--- config.mk ---
export PLATFORM = sky130hd
export DESIGN_NAME = datetime_text_to_rtc_bcd_top
export DESIGN_NICKNAME = d
export VERILOG_FILES = /design/src/hdl/dtrtc_pkg.sv /design/src/hdl/dtrtc_char_parser.sv /design/src/hdl/dtrtc_result_encoder.sv /design/src/hdl/datetime_text_to_rtc_bcd_top.sv
export SDC_FILE = /design/constraint.sdc
export NUM_CORES = 1
export LEC_CHECK = 0
export BUFFER_PORTS_ARGS = -buffer_cell sky130_fd_sc_hd__buf_2
export CAP_MARGIN = 20
export CELL_PAD_IN_SITES_DETAIL_PLACEMENT = 1
export CELL_PAD_IN_SITES_GLOBAL_PLACEMENT = 2
export CORE_MARGIN = 1.5
export CORE_UTILIZATION = 44
export CTS_CLUSTER_DIAMETER = 80
export DETAILED_ROUTE_END_ITERATION = 10
export PLACE_DENSITY_LB_ADDON = 0.1
export SYNTH_ARGS = -nofsm -noshare
export SYNTH_HDL_FRONTEND = slang
export SYNTH_SLANG_ARGS = --single-unit
--- constraint.sdc ---
create_clock -name clk -period 16.2 [get_ports clk]
set_input_delay 1.62 -clock clk [delete_from_list [all_inputs] [get_ports clk]]
set_output_delay 1.62 -clock clk [all_outputs]
set_load 0.05 [all_outputs]
--- src/hdl/dtrtc_pkg.sv ---
package dtrtc_pkg;

  localparam int unsigned LINE_LEN  = 19;
  localparam int unsigned COUNT_MAX = 20;

  localparam logic [7:0] CHAR_CR    = 8'd13;
  localparam logic [7:0] CHAR_SLASH = 8'd47;
  localparam logic [7:0] CHAR_SPACE = 8'd32;
  localparam logic [7:0] CHAR_COLON = 8'd58;
  localparam logic [7:0] CHAR_ZERO  = 8'd48;
  localparam logic [7:0] CHAR_NINE  = 8'd57;

  localparam logic [13:0] YEAR_MIN  = 14'd1900;
  localparam logic [13:0] YEAR_MAX  = 14'd2099;
  localparam logic [13:0] YEAR_2000 = 14'd2000;

  typedef enum logic [1:0] {
    STATUS_OK     = 2'd0,
    STATUS_FORMAT = 2'd1,
    STATUS_RANGE  = 2'd2
  } status_t;

  typedef struct packed {
    logic [4:0]  count;
    logic        format_ok;
    logic [6:0]  day;
    logic [6:0]  month;
    logic [13:0] year;
    logic [6:0]  hour;
    logic [6:0]  minute;
    logic [6:0]  second;
  } fields_t;

  typedef struct packed {
    status_t    status;
    logic [7:0] seconds_bcd;
    logic [6:0] minutes_bcd;
    logic [5:0] hours_bcd;
    logic [5:0] days_bcd;
    logic       weekday_code;
    logic [7:0] month_century_bcd;
    logic [7:0] year_bcd;
  } result_t;

endpackage

--- src/hdl/dtrtc_char_parser.sv ---
module dtrtc_char_parser
  import dtrtc_pkg::*;
(
  input  logic       clk,
  input  logic       rst,
  input  logic       fire,
  input  logic [7:0] code,
  output fields_t    fields
);

  localparam fields_t FIELDS_IDLE = '{count: 5'd0, format_ok: 1'b1, day: 7'd0, month: 7'd0,
                                      year: 14'd0, hour: 7'd0, minute: 7'd0, second: 7'd0};

  fields_t st, st_next;

  logic       digit;
  logic [3:0] dval;
  logic [7:0] sep;
  logic       sep_pos;

  function automatic logic [6:0] acc7(input logic [6:0] old, input logic [3:0] d);
    logic [6:0] t;
    t = 7'((old << 3) + (old << 1));
    return 7'(t + 7'(d));
  endfunction

  function automatic logic [13:0] acc14(input logic [13:0] old, input logic [3:0] d);
    logic [13:0] t;
    t = 14'((old << 3) + (old << 1));
    return 14'(t + 14'(d));
  endfunction

  assign digit = (code >= CHAR_ZERO) && (code <= CHAR_NINE);
  assign dval  = code[3:0];

  always_comb begin
    sep     = 8'd0;
    sep_pos = 1'b1;
    unique case (st.count)
      5'd2, 5'd5:   sep = CHAR_SLASH;
      5'd10:        sep = CHAR_SPACE;
      5'd13, 5'd16: sep = CHAR_COLON;
      default:      sep_pos = 1'b0;
    endcase
  end

  always_comb begin
    st_next = st;
    if (fire) begin
      if (code == CHAR_CR) begin
        st_next = FIELDS_IDLE;
      end else begin
        if (st.count < 5'(LINE_LEN)) begin
          if (sep_pos) begin
            if (code != sep) st_next.format_ok = 1'b0;
          end else if (!digit) begin
            st_next.format_ok = 1'b0;
          end else if (st.count <= 5'd1) begin
            st_next.day = acc7(st.day, dval);
          end else if (st.count <= 5'd4) begin
            st_next.month = acc7(st.month, dval);
          end else if (st.count <= 5'd9) begin
            st_next.year = acc14(st.year, dval);
          end else if (st.count <= 5'd12) begin
            st_next.hour = acc7(st.hour, dval);
          end else if (st.count <= 5'd15) begin
            st_next.minute = acc7(st.minute, dval);
          end else begin
            st_next.second = acc7(st.second, dval);
          end
        end
        if (st.count < 5'(COUNT_MAX)) st_next.count = st.count + 5'd1;
      end
    end
  end

  always_ff @(posedge clk) begin
    if (rst) begin
      st <= FIELDS_IDLE;
    end else begin
      st <= st_next;
    end
  end

  assign fields = st;

endmodule

--- src/hdl/dtrtc_result_encoder.sv ---
module dtrtc_result_encoder
  import dtrtc_pkg::*;
(
  input  fields_t fields,
  output result_t result
);

  logic        time_ok, year_ok, day_ok, month_ok, leap, cal_ok, fmt_ok;
  logic        century;
  logic [13:0] yoff;
  logic [6:0]  yy;
  logic [4:0]  mlen;
  logic [7:0]  sec_b, min_b, hour_b, day_b, mon_b;

  function automatic logic [7:0] to_bcd(input logic [6:0] v);
    logic [17:0] p;
    logic [3:0]  tens;
    logic [6:0]  ones;
    p    = 18'(v) * 18'd205;
    tens = p[14:11];
    ones = 7'(v - 7'(tens * 4'd10));
    return {tens, ones[3:0]};
  endfunction

  always_comb begin
    unique case (fields.month[3:0])
      4'd2:                      mlen = 5'd28;
      4'd4, 4'd6, 4'd9, 4'd11:   mlen = 5'd30;
      default:                   mlen = 5'd31;
    endcase
  end

  assign fmt_ok   = (fields.count == 5'(LINE_LEN)) && fields.format_ok;
  assign time_ok  = (fields.second <= 7'd59) && (fields.minute <= 7'd59)
                  && (fields.hour <= 7'd23);
  assign year_ok  = (fields.year >= YEAR_MIN) && (fields.year <= YEAR_MAX);
  assign day_ok   = (fields.day >= 7'd1) && (fields.day <= 7'd31);
  assign month_ok = (fields.month >= 7'd1) && (fields.month <= 7'd12);
  // inside 1900..2099 only 1900 breaks the divisible-by-4 rule
  assign leap     = (fields.year[1:0] == 2'b00) && (fields.year != YEAR_MIN);
  assign cal_ok   = (leap && fields.month == 7'd2) ? (fields.day <= 7'd29)
                  : (month_ok && (fields.day <= 7'(mlen)));
  assign century  = fields.year >= YEAR_2000;
  assign yoff     = century ? fields.year - YEAR_2000 : fields.year - YEAR_MIN;
  assign yy       = yoff[6:0];

  assign sec_b  = to_bcd(fields.second);
  assign min_b  = to_bcd(fields.minute);
  assign hour_b = to_bcd(fields.hour);
  assign day_b  = to_bcd(fields.day);
  assign mon_b  = to_bcd(fields.month);

  always_comb begin
    result = '0;
    if (!fmt_ok) begin
      result.status = STATUS_FORMAT;
    end else if (!(time_ok && year_ok && day_ok && cal_ok)) begin
      result.status = STATUS_RANGE;
    end else begin
      result.status            = STATUS_OK;
      result.seconds_bcd       = {1'b1, sec_b[6:0]};
      result.minutes_bcd       = min_b[6:0];
      result.hours_bcd         = hour_b[5:0];
      result.days_bcd          = day_b[5:0];
      result.weekday_code      = 1'b0;
      result.month_century_bcd = {century, 2'b00, mon_b[4:0]};
      result.year_bcd          = to_bcd(yy);
    end
  end

endmodule

--- src/hdl/datetime_text_to_rtc_bcd_top.sv ---
// Parses a DD/MM/YYYY HH:mm:ss text line, one ASCII character per item, and
// on carriage return delivers one result: status (0 valid, 1 format error,
// 2 range error) and the RTC register bytes in BCD, all zero on error. The
// block takes one character per cycle: an input register feeds a
// check-and-accumulate stage, and the carriage return loads a result register
// that holds while the consumer stalls. An accepted carriage return goes
// through the input register, then sets result_valid; only a carriage
// return meeting a full, stalled result register holds up the input.
module datetime_text_to_rtc_bcd_top
  import dtrtc_pkg::*;
(
  input  logic       clk,
  input  logic       rst,
  input  logic       char_valid,
  output logic       char_ready,
  input  logic [7:0] char_code,
  output logic       result_valid,
  input  logic       result_ready,
  output logic [1:0] status,
  output logic [7:0] seconds_bcd,
  output logic [6:0] minutes_bcd,
  output logic [5:0] hours_bcd,
  output logic [5:0] days_bcd,
  output logic       weekday_code,
  output logic [7:0] month_century_bcd,
  output logic [7:0] year_bcd
);

  logic       char_vld;
  logic [7:0] char_q;
  logic       is_cr, slot_free, advance, fire;
  fields_t    fields;
  result_t    res_next, res_q;

  assign is_cr      = char_q == CHAR_CR;
  assign slot_free  = !result_valid || result_ready;
  assign advance    = !char_vld || !is_cr || slot_free;
  assign fire       = char_vld && advance;
  assign char_ready = !char_vld || advance;

  always_ff @(posedge clk) begin
    if (rst) begin
      char_vld <= 1'b0;
    end else if (char_ready) begin
      char_vld <= char_valid;
    end
  end

  always_ff @(posedge clk) begin
    if (char_ready && char_valid) char_q <= char_code;
  end

  dtrtc_char_parser u_parser (
    .clk    (clk),
    .rst    (rst),
    .fire   (fire),
    .code   (char_q),
    .fields (fields)
  );

  dtrtc_result_encoder u_encoder (
    .fields (fields),
    .result (res_next)
  );

  always_ff @(posedge clk) begin
    if (rst) begin
      result_valid <= 1'b0;
    end else if (fire && is_cr) begin
      result_valid <= 1'b1;
    end else if (result_ready) begin
      result_valid <= 1'b0;
    end
  end

  always_ff @(posedge clk) begin
    if (fire && is_cr) res_q <= res_next;
  end

  assign status            = res_q.status;
  assign seconds_bcd       = res_q.seconds_bcd;
  assign minutes_bcd       = res_q.minutes_bcd;
  assign hours_bcd         = res_q.hours_bcd;
  assign days_bcd          = res_q.days_bcd;
  assign weekday_code      = res_q.weekday_code;
  assign month_century_bcd = res_q.month_century_bcd;
  assign year_bcd          = res_q.year_bcd;

endmodule

-- After elaboration in Yosys (flattened, before gate mapping)
Cells that the tools add are included.
- register bits: 111
- bits of input ports: 12
- output and inout bits: 48
- word-level logic and storage cells: 171
- $add $sub $neg: 21
- multipliers: 12
- $lt $le $gt $ge: 21
- eq/ne operators: 23
- muxes and demuxes: 27
- reduce and logical (&&, ||, !) cells: 46
- operator list (operator ; number):
    $mux 49 ; 2
    $mul 7x8->15 const B ; 6
    $mux 55 ; 1
    $mux 50 ; 1
    $mux 44 ; 1
    $mux 42 ; 1
    $mux 7 ; 6
    $add 7x4->7 ; 5
    $add 7x7->7 ; 5
    $mux 35 ; 1
    $ge 14x11->1 const B ; 2
    $mux 14 ; 2
    $mul 4x3->3 const B ; 6
    $sub 4x4->4 ; 6
    $le 7x5->1 const B ; 3
    $mux 21 ; 1
    $pmux 6 s3 ; 1
    $reduce_and 9->1 ; 2
    $reduce_bool 2->1 ; 9
    $logic_and 1x1->1 ; 16
    $le 5x4->1 const B ; 3
    $add 14x14->14 ; 1
    $add 14x4->14 ; 1
    $ge 7x1->1 const B ; 2
    other kinds (40) ; 66

-- Logic depth before layout (Yosys ltp)
Gate-level depths: netlist (run 1).
- depth in word-level cells: 11
- depth in mapped cells: 27

-- By module
Synthesis (run 1) repeated with hierarchy kept, for this count alone.
- cell total of the unflattened synthesis: 1237
- area total of the unflattened synthesis: 12275.5 um^2
- by module, submodules not included (module ; instances ; cells each ; area an instance (um^2) ; sequential area each (um^2)):
    dtrtc_result_encoder ; 1 ; 706 ; 6313.6 ; 0.0
    dtrtc_char_parser ; 1 ; 462 ; 4204.0 ; 1101.1
    datetime_text_to_rtc_bcd_top ; 1 ; 69 ; 1757.9 ; 1661.6

-- Least setup slack after synthesis (run 1)
OpenSTA, ideal clock, no wires.
- kind: register to register
- from: reg u_parser.st (netlist bit u_parser.fields[23])
- to: reg res_q (netlist bit year_bcd[3]), data pin
- arrival time: 6027 ps
- required time: 15937 ps
- setup slack: 9910 ps
- cell stages (with the launch flop): 28
- clock period less this slack: 6290 ps
- cells stage by stage: dfxtp_1 > inv_1 > ha_1 > and4bb_4 > o211a_4 > nor2_4 > nand2_1 > xnor2_1 > and2_1 > nor2_1 > fa_1 > ha_1 > inv_1 > fa_1 > inv_1 > ha_1 > o21ai_0 > a22oi_1 > and3_1 > or4b_4 > nor2_1 > ha_1 > inv_1 > fa_1 > and3b_1 > o22a_1 > o211ai_1 > nor3b_2
- word-level cells in the longest chain between the ends: 6
- elaborated cells on any way between the ends: 18
- classes of those cells: 3 x add/sub; 2 x mul; 3 x order compare; 1 x eq/ne; 2 x mux; 7 x reduce/logical
- RTL lines (what ; RTL line ; source):
    start: declaration ; dtrtc_char_parser.sv:14 ; fields_t st, st_next;
    start signal: assignment ; dtrtc_char_parser.sv:81 ; st <= st_next;
    branches (longest 6 deep; another with $mul 7x8->15) ; - ;
    end signal: assignment ; datetime_text_to_rtc_bcd_top.sv:77 ; if (fire && is_cr) res_q <= res_next;
    end: declaration ; datetime_text_to_rtc_bcd_top.sv:33 ; result_t res_next, res_q;
Several ways; the timed one is not identified.
A chain may end at the register's enable or synchronous reset.

-- Worst setup path after layout (run 1)
Same ends and word-level chain as after synthesis.

==> results of run 1 <==
flip-flops by register name, summed over array words and instances (netlist names):
name,cells
u_parser.fields,55
char_q,8
seconds_bcd,8
year_bcd,8
minutes_bcd,7
days_bcd,6
hours_bcd,6
month_century_bcd,6
status,2
char_vld,1
result_valid,1
power groups by stage:
stage	Combinational (mW)	Clock (mW)	Sequential, mW
2_1_floorplan	0.0219	0	0.295
3_3_place_gp	0.0282	0	0.298
3_5_place_dp	0.0292	0	0.298
4_1_cts	0.0295	0.214	0.291
5_1_grt	0.0325	0.224	0.292
6_report	0.0290	0.209	0.291
stage by stage:
| step | instances | area (um^2) | hold slack [ps] |
|---|---|---|---|
| floorplan | 1293 | 12420 | 426.6 |
| global placement | 1700 | 13070 | 438.1 |
| detailed placement | 1700 | 13070 | 459.5 |
| CTS | 1716 | 13320 | 482.8 |
| global route | 1716 | 13320 | 490.6 |
| finish | 1716 | 13320 | 476.6 |
cell families after synthesis:
| kind of cell | Yosys count |
|---|---|
| adder cells (fa/ha/maj) | 364 |
| AND/OR/NAND/NOR | 299 |
| buffers and inverters | 219 |
| AO/OA/AOI/OAI | 200 |
| flip-flops | 108 |
| XOR/XNOR | 76 |
| multiplexers | 24 |
| other | 1 |
cell type report:
class,count,share of cell area
sequential,108,0.2006
tap,378,0.03550
inverter,185,0.05212
clock buffer,12,0.01775
timing repair buffer,63,0.02498
clock inverter,4,0.001409
multi-input combinational,966,0.6677
routing by layer:
| metal | up-vias | wire [um] | global-route usage |
|---|---|---|---|
| met1 | 4503 | 14350 | 0.2876 |
| met3 | 17 | 595 | 0.02383 |
| met4 | 0 | 301 | 0.04386 |
| met2 | 67 | 14030 | 0.3725 |
| met5 | - | 0 | 0 |
| li1 | 4558 | - | - |
synthesized netlist by cell type (all sizes together) (11+ instances only):
cell type	number
dfxtp	57
o21ai	28
edfxtp	51
a21o	17
clkbuf	19
inv	185
ha	298
nand4	25
nor2	87
a21oi	85
buf	15
mux2i	21
fa	66
nor3	13
nor4	12
xor2	17
nand2	52
xnor2	59
nor3b	11
nand3	29
nand2b	13
worst paths after layout:
check | end | slack, ps
min | u_parser.fields[49] | 480
max | year_bcd[3] | 9150
min reg2reg | u_parser.fields[49] | 480
max reg2reg | year_bcd[3] | 9150
cells in the final DEF (no fill, tap or decap), types with 6 or more instances in the layout:
cell,instances
clkbuf_16,9
inv_1,185
nand2b_1,12
nor4_1,8
edfxtp_1,51
nor3_1,13
o21a_1,7
or2_2,9
mux2i_1,21
dfxtp_1,57
nand4_1,25
xor2_1,17
or3_1,9
o211ai_1,9
nand2_1,52
buf_2,56
o21ai_0,25
and2_1,8
nor2_1,85
a21o_1,17
xnor2_1,59
a21oi_1,84
nor2b_1,7
fa_1,66
ha_1,298
nor3b_1,6
nand3_1,29
buf_4,7
==> results.py, run 1 <==
metrics = {
    "global_route": {
        "antenna_found_initial": 0,
        "grt_max_degree": 57,
        "first_global_vias": 9589,
        "global_route_wire_length_before_repair_mm": 49.54,
        "globalRouteOverflowTotal": 0,
        "tot_gr_track_use": 0.2145,
    },
    "timing": {
        "hold_violation_count_in_the_final_report": 0,
        "timing.clock.skew_ps": 10.18,
        "slew-limit-headroom": 0.3300,
        "unrepaired_setup_endpoints_after_global_routing": "false",
        "timing_max_transition_violations_final": 0,
        "timing.fmax_mhz": 141.9,
        "finalCritPeriodShare": 0.4351,
        "setup_tns_ps": 0,
        "final_critical_path_setup_slack_ps": 9151,
        "finalCriticalPeriod_ps": 7049,
        "setup_violations": 0,
        "tightestPinTransition_ps": 1004,
    },
    "detailed_routing": {
        "routed_wire_length_per_instance_um": 17.06,
        "first_drt_iteration_drcs": 289,
        "drt.antenna.violating_nets": 0,
        "post_detailed_route_drc_marker_count": 0,
        "drt-pass1-iter-count": 4,
        "routed-via-count": 9145,
        "drt-vias-per-instance": 5.329,
        "wirelength_mm": 29.28,
    },
    "setup_path": {
        "cp_data_required_time_ps": 16300,
        "cp_num_buf_inv": 4,
        "critical_path.startpoint_type": "register",
        "critical_path_class": "register to register",
        "critical_path.endpoint_type": "register",
        "cp_data_arrival_time_ps": 7150,
        "critical-path-slowest-cell": "or4b_4",
        "r2r_start": "u_parser.fields[23]",
        "crit_path_start": "u_parser.fields[23]",
        "slowest_delay_ps": 570,
        "r2r_cells": 27,
        "worst-path-stages": 27,
        "timing.critical_path.fanout_max": 11,
        "critical-path-top-delay-family": "adder cells",
    },
    "logic_synthesis": {
        "synth_async_sr_flop_share": 0,
        "post_synth_instance_area_um2": 12410,
        "synth-compound-area-share": 0.1048,
        "muxShareOfSynthArea": 0.01996,
        "synth_top_cell_area_share": 0.3004,
        "main_combinational_cell_family_by_area_after_synthesis": "adder cells",
        "yosys.area_share.simple": 0.1297,
        "synth.distinct_cells": 79,
        "synth-edff-count": 51,
        "yosys_warnings": 0,
        "syn_avg_cell_area_um2": 9.614,
        "postSynthRegisterBits": 108,
        "synth_flop_cell": "dfxtp_1",
        "post_synth_xor_area_fraction": 0.05363,
        "synth.largest_area_cell": "ha_1",
        "synth_sequential_area_ratio": 0.2153,
        "synthAdderAreaFrac": 0.4069,
        "post_synth_inst_count": 1291,
        "synth.top_cells.by_area": "ha_1 (30%), edfxtp_1 (12%), fa_1 (11%)",
    },
    "floorplan": {
        "row_count": 61,
        "die_height_um": 171.0,
        "floorplan.core_area_um2": 27780,
        "floorplan.initialDensity": 0.4468,
        "dieArea_um2": 29230,
        "die_x_um": 171.0,
        "io_pins": 60,
    },
    "clock_network": {
        "post_cts_resized": 0,
        "h-tree-depth": 3,
        "post_cts_buffers": 0,
        "clock_tree.buffer_depth": 2,
        "numClockSinks": 108,
        "cts_made_buffers": 9,
        "cts.reportedPaths.clkPinSlew_ps": 80,
        "post_cts_hold_buffer_count": 0,
        "tritoncts": "yes",
        "root_buffer": "clkbuf_16",
        "worst_skew_pair.late_latency_ps": 360,
    },
    "pwr": {
        "comb_power_share": 0.055,
        "power.density_nw_per_um2": 39.70,
        "report.power.total_mw": 0.5289,
        "sw_frac_of_total": 0.2432,
        "pwr-share-seq": 0.551,
        "internal_power_mw": 0.4003,
        "clkPwrFrac": 0.394,
        "static-leakage-power_nw": 7.022,
        "p_sw_mw": 0.1286,
        "peakVddDrop_uv": 35.12,
    },
    "worst_hold_path": {
        "hold_path_class": "register to register",
        "holdCritStartpoint": "u_parser.fields[49]",
        "min_delay_path_depth": 1,
    },
    "finish": {
        "fin_nets": 1709,
        "register_area_um2": 2673,
        "layout-drive-gt1-share": 0.08146,
        "layout.core_utilization": 0.4796,
        "multiInputGateArea_um2": 8896,
        "antenna_diode_count": 0,
        "n_fill_cell": 3229,
        "synthToLayoutAreaGrowth_pct": 7.349,
    },
    "placed_design": {
        "buffer_ports.inserted": 56,
        "dpl.hpwl_mm": 23.30,
        "place.gp.congestion": 0.8256,
        "pre_cts_ws_ps": 9151,
    },
    "status": {
        "run_status": "finished clean",
    },
    "job": {
        "timing.max_cap.violations": 0,
    },
}
(Power assumes the default switching activity.)
==> run 2, diff against run 1 <==
--- a/config.mk
+++ b/config.mk
@@ -10,7 +10,7 @@
 export CELL_PAD_IN_SITES_DETAIL_PLACEMENT = 1
 export CELL_PAD_IN_SITES_GLOBAL_PLACEMENT = 2
 export CORE_MARGIN = 1.5
-export CORE_UTILIZATION = 44
+export CORE_UTILIZATION = 37
 export CTS_CLUSTER_DIAMETER = 80
 export DETAILED_ROUTE_END_ITERATION = 10
 export PLACE_DENSITY_LB_ADDON = 0.1
==> constraint.sdc (replaced) <==
create_clock -name clk -period 5.9 [get_ports clk]
set_input_delay 0.59 -clock clk [delete_from_list [all_inputs] [get_ports clk]]
set_output_delay 0.59 -clock clk [all_outputs]
set_load 0.05 [all_outputs]
==> results.py, run 2 (synthesized netlist as in run 1, its figures left out) <==
metrics = {
    "setup_path": {
        "r2r_cells": 26,
        "critPathMostFrequentCell": "ha_1",
        "worst_r2r_endpoint": "year_bcd[3]",
        "timing.critical_path.fanout_max": 4,
        "timing.critical_path.to": "year_bcd[3]",
        "cp_data_required_time_ps": 6030,
        "cp_data_arrival_time_ps": 6080,
        "internal_reg_to_reg_setup_slack_ps": -50,
        "crit_path_start": "u_parser.fields[23]",
        "slowest_delay_ps": 570,
        "critical_path_class": "register to register",
        "r2r_start": "u_parser.fields[23]",
        "critical-path-slowest-cell": "fa_2",
        "critical_path.endpoint_type": "register",
        "critical_path.startpoint_type": "register",
    },
    "floorplan": {
        "dieArea_um2": 34650,
        "floorplan.core_area_um2": 32780,
        "io_pins": 60,
        "floorplan.initialDensity": 0.3786,
        "die_height_um": 186.2,
        "row_count": 66,
        "die_x_um": 186.2,
    },
    "worst_hold_path": {
        "min_delay_path_depth": 1,
        "hold_path_class": "input pin to register",
    },
    "timing": {
        "tightestPinTransition_ps": 936.8,
        "timing.fmax_mhz": 168.0,
        "setup_tns_ps": -52.47,
        "finalCritPeriodShare": 1.009,
        "unrepaired_setup_endpoints_after_global_routing": "true",
        "timing.clock.skew_ps": 17.65,
        "hold_violation_count_in_the_final_report": 0,
        "setup_violations": 1,
        "slew-limit-headroom": 0.3740,
        "finalCriticalPeriod_ps": 5952,
        "final_critical_path_setup_slack_ps": -52.47,
        "timing_max_transition_violations_final": 0,
    },
    "global_route": {
        "tot_gr_track_use": 0.1888,
        "globalRouteOverflowTotal": 0,
        "first_global_vias": 9750,
        "antenna_found_initial": 0,
        "global_route_wire_length_before_repair_mm": 51.35,
        "grt_max_degree": 42,
    },
    "finish": {
        "largest_reg_flops": 55,
        "fin_nets": 1780,
        "synthToLayoutAreaGrowth_pct": 14.30,
        "register_area_um2": 2680,
        "most_used_cells_in_the_layout_excluding_fill_and_tap_cells": "ha_1 (291), inv_1 (179), a21oi_1 (82), nor2_1 (82), buf_4 (76)",
        "layout-drive-gt1-share": 0.1590,
        "final-instance-count-excl-fill": 1851,
        "multiInputGateArea_um2": 9077,
        "regMostFlops": "u_parser.fields",
        "final_common_cell": "ha_1",
        "n_fill_cell": 3792,
        "antenna_diode_count": 0,
    },
    "placed_design": {
        "place.gp.congestion": 0.7875,
        "buffer_ports.inserted": 56,
        "pre_cts_ws_ps": -387.5,
        "placedCellCount": 1829,
        "dpl.hpwl_mm": 24.44,
    },
    "pwr": {
        "power.density_nw_per_um2": 107.4,
        "peakVddDrop_uv": 136.4,
        "static-leakage-power_nw": 7.429,
    },
    "detailed_routing": {
        "post_detailed_route_drc_marker_count": 0,
        "met2_wirelength_mm": 14.25,
        "drt.antenna.violating_nets": 0,
        "first_drt_iteration_drcs": 300,
        "dr.max_layer_used": "met4",
        "wirelength_mm": 30.70,
        "dr_wl_met3_um": 641,
        "met1Wirelength_mm": 15.54,
        "routed-via-count": 9315,
        "drt-vias-per-instance": 5.032,
        "routed_wire_length_per_instance_um": 16.58,
        "drt-pass1-iter-count": 4,
    },
    "clock_network": {
        "worst_skew_pair.late_latency_ps": 380,
        "post_cts_hold_buffer_count": 0,
        "cts.reportedPaths.clkPinSlew_ps": 90,
        "tritoncts": "yes",
        "h-tree-depth": 3,
        "root_buffer": "clkbuf_16",
        "numClockSinks": 108,
        "clock_tree.buffer_depth": 2,
        "cts_made_buffers": 9,
    },
    "job": {
        "timing.max_cap.violations": 0,
    },
    "status": {
        "run_status": "finished, violations left",
        "violations_in_the_final_reports": "setup timing",
    },
}
## run 2: cell count changes in the layout (fill, tap and decap cells not counted), moves of 4 or more
cell and change:
ha_1 -7, ha_4 +4, inv_2 +5, buf_4 +69, dfxtp_1 -4, o21ai_0 -4
inv_1 -6
## run 2: final cells by class
| class | count | area share |
|---|---|---|
| Tap cell | 442 | 0.03898 |
| Multi-Input combinational cell | 966 | 0.6398 |
| Clock inverter | 7 | 0.005115 |
| Inverter | 185 | 0.04912 |
| Clock buffer | 9 | 0.01587 |
| Sequential cell | 108 | 0.1889 |
| Timing Repair Buffer | 134 | 0.06217 |
## run 2: worst min path at each step
stage	slack, ps	to	from
after detailed placement	460	u_parser.fields[49]	u_parser.fields[49]
after global routing	370	char_q[7]	char_code[7]
after CTS	360	char_q[6]	char_code[6]
final	380	char_q[6]	char_code[6]
after floorplan	430	u_parser.fields[49]	u_parser.fields[49]
after global placement	440	u_parser.fields[49]	u_parser.fields[49]
## run 2: per-layer routing
layer / global-route usage / up-vias
met3: 0.01830 / 15
li1: - / 4701
met4: 0.03645 / 0
met5: 0 / -
met2: 0.3179 / 79
met1: 0.2635 / 4520
## run 2: repair_timing
action                                 4_1_cts  5_1_grt
buffers inserted                             3        2
setup endpoints to repair                    1        1
resized for setup                           18        9
endpoints found under the hold margin        0        0
pin swaps                                   22        5
## run 2: report_power, final
part	leakage, nW	switching [mW]	total, mW	internal (mW)
combinational	6.25	0.0550	0.0899	0.0349
clock	0.144	0.337	0.639	0.302
sequential	1.04	0.0112	0.795	0.784
total	7.43	0.403	1.52	1.12
## run 2: per-stage QoR
stage	hold WS, ps	utilization	cell area [um^2]	power, mW
floorplan	426.6	-	12500	0.8702
global route	366.2	0.4328	14190	1.584
finish	376.6	0.4328	14190	1.524
CTS	363.6	0.4305	14110	1.549
detailed placement	462.9	0.4184	13720	0.9011
global placement	442.9	0.4184	13720	0.8985
## run 2: worst max-delay path, delay by kind of cell, from the launching register on
family / cells / cell delay, ps
mux: 1 / 340
flops: 1 / 360
fa+ha+maj: 8 / 2290
buf+inv: 5 / 390
compound gates: 6 / 1050
simple gates: 6 / 1280
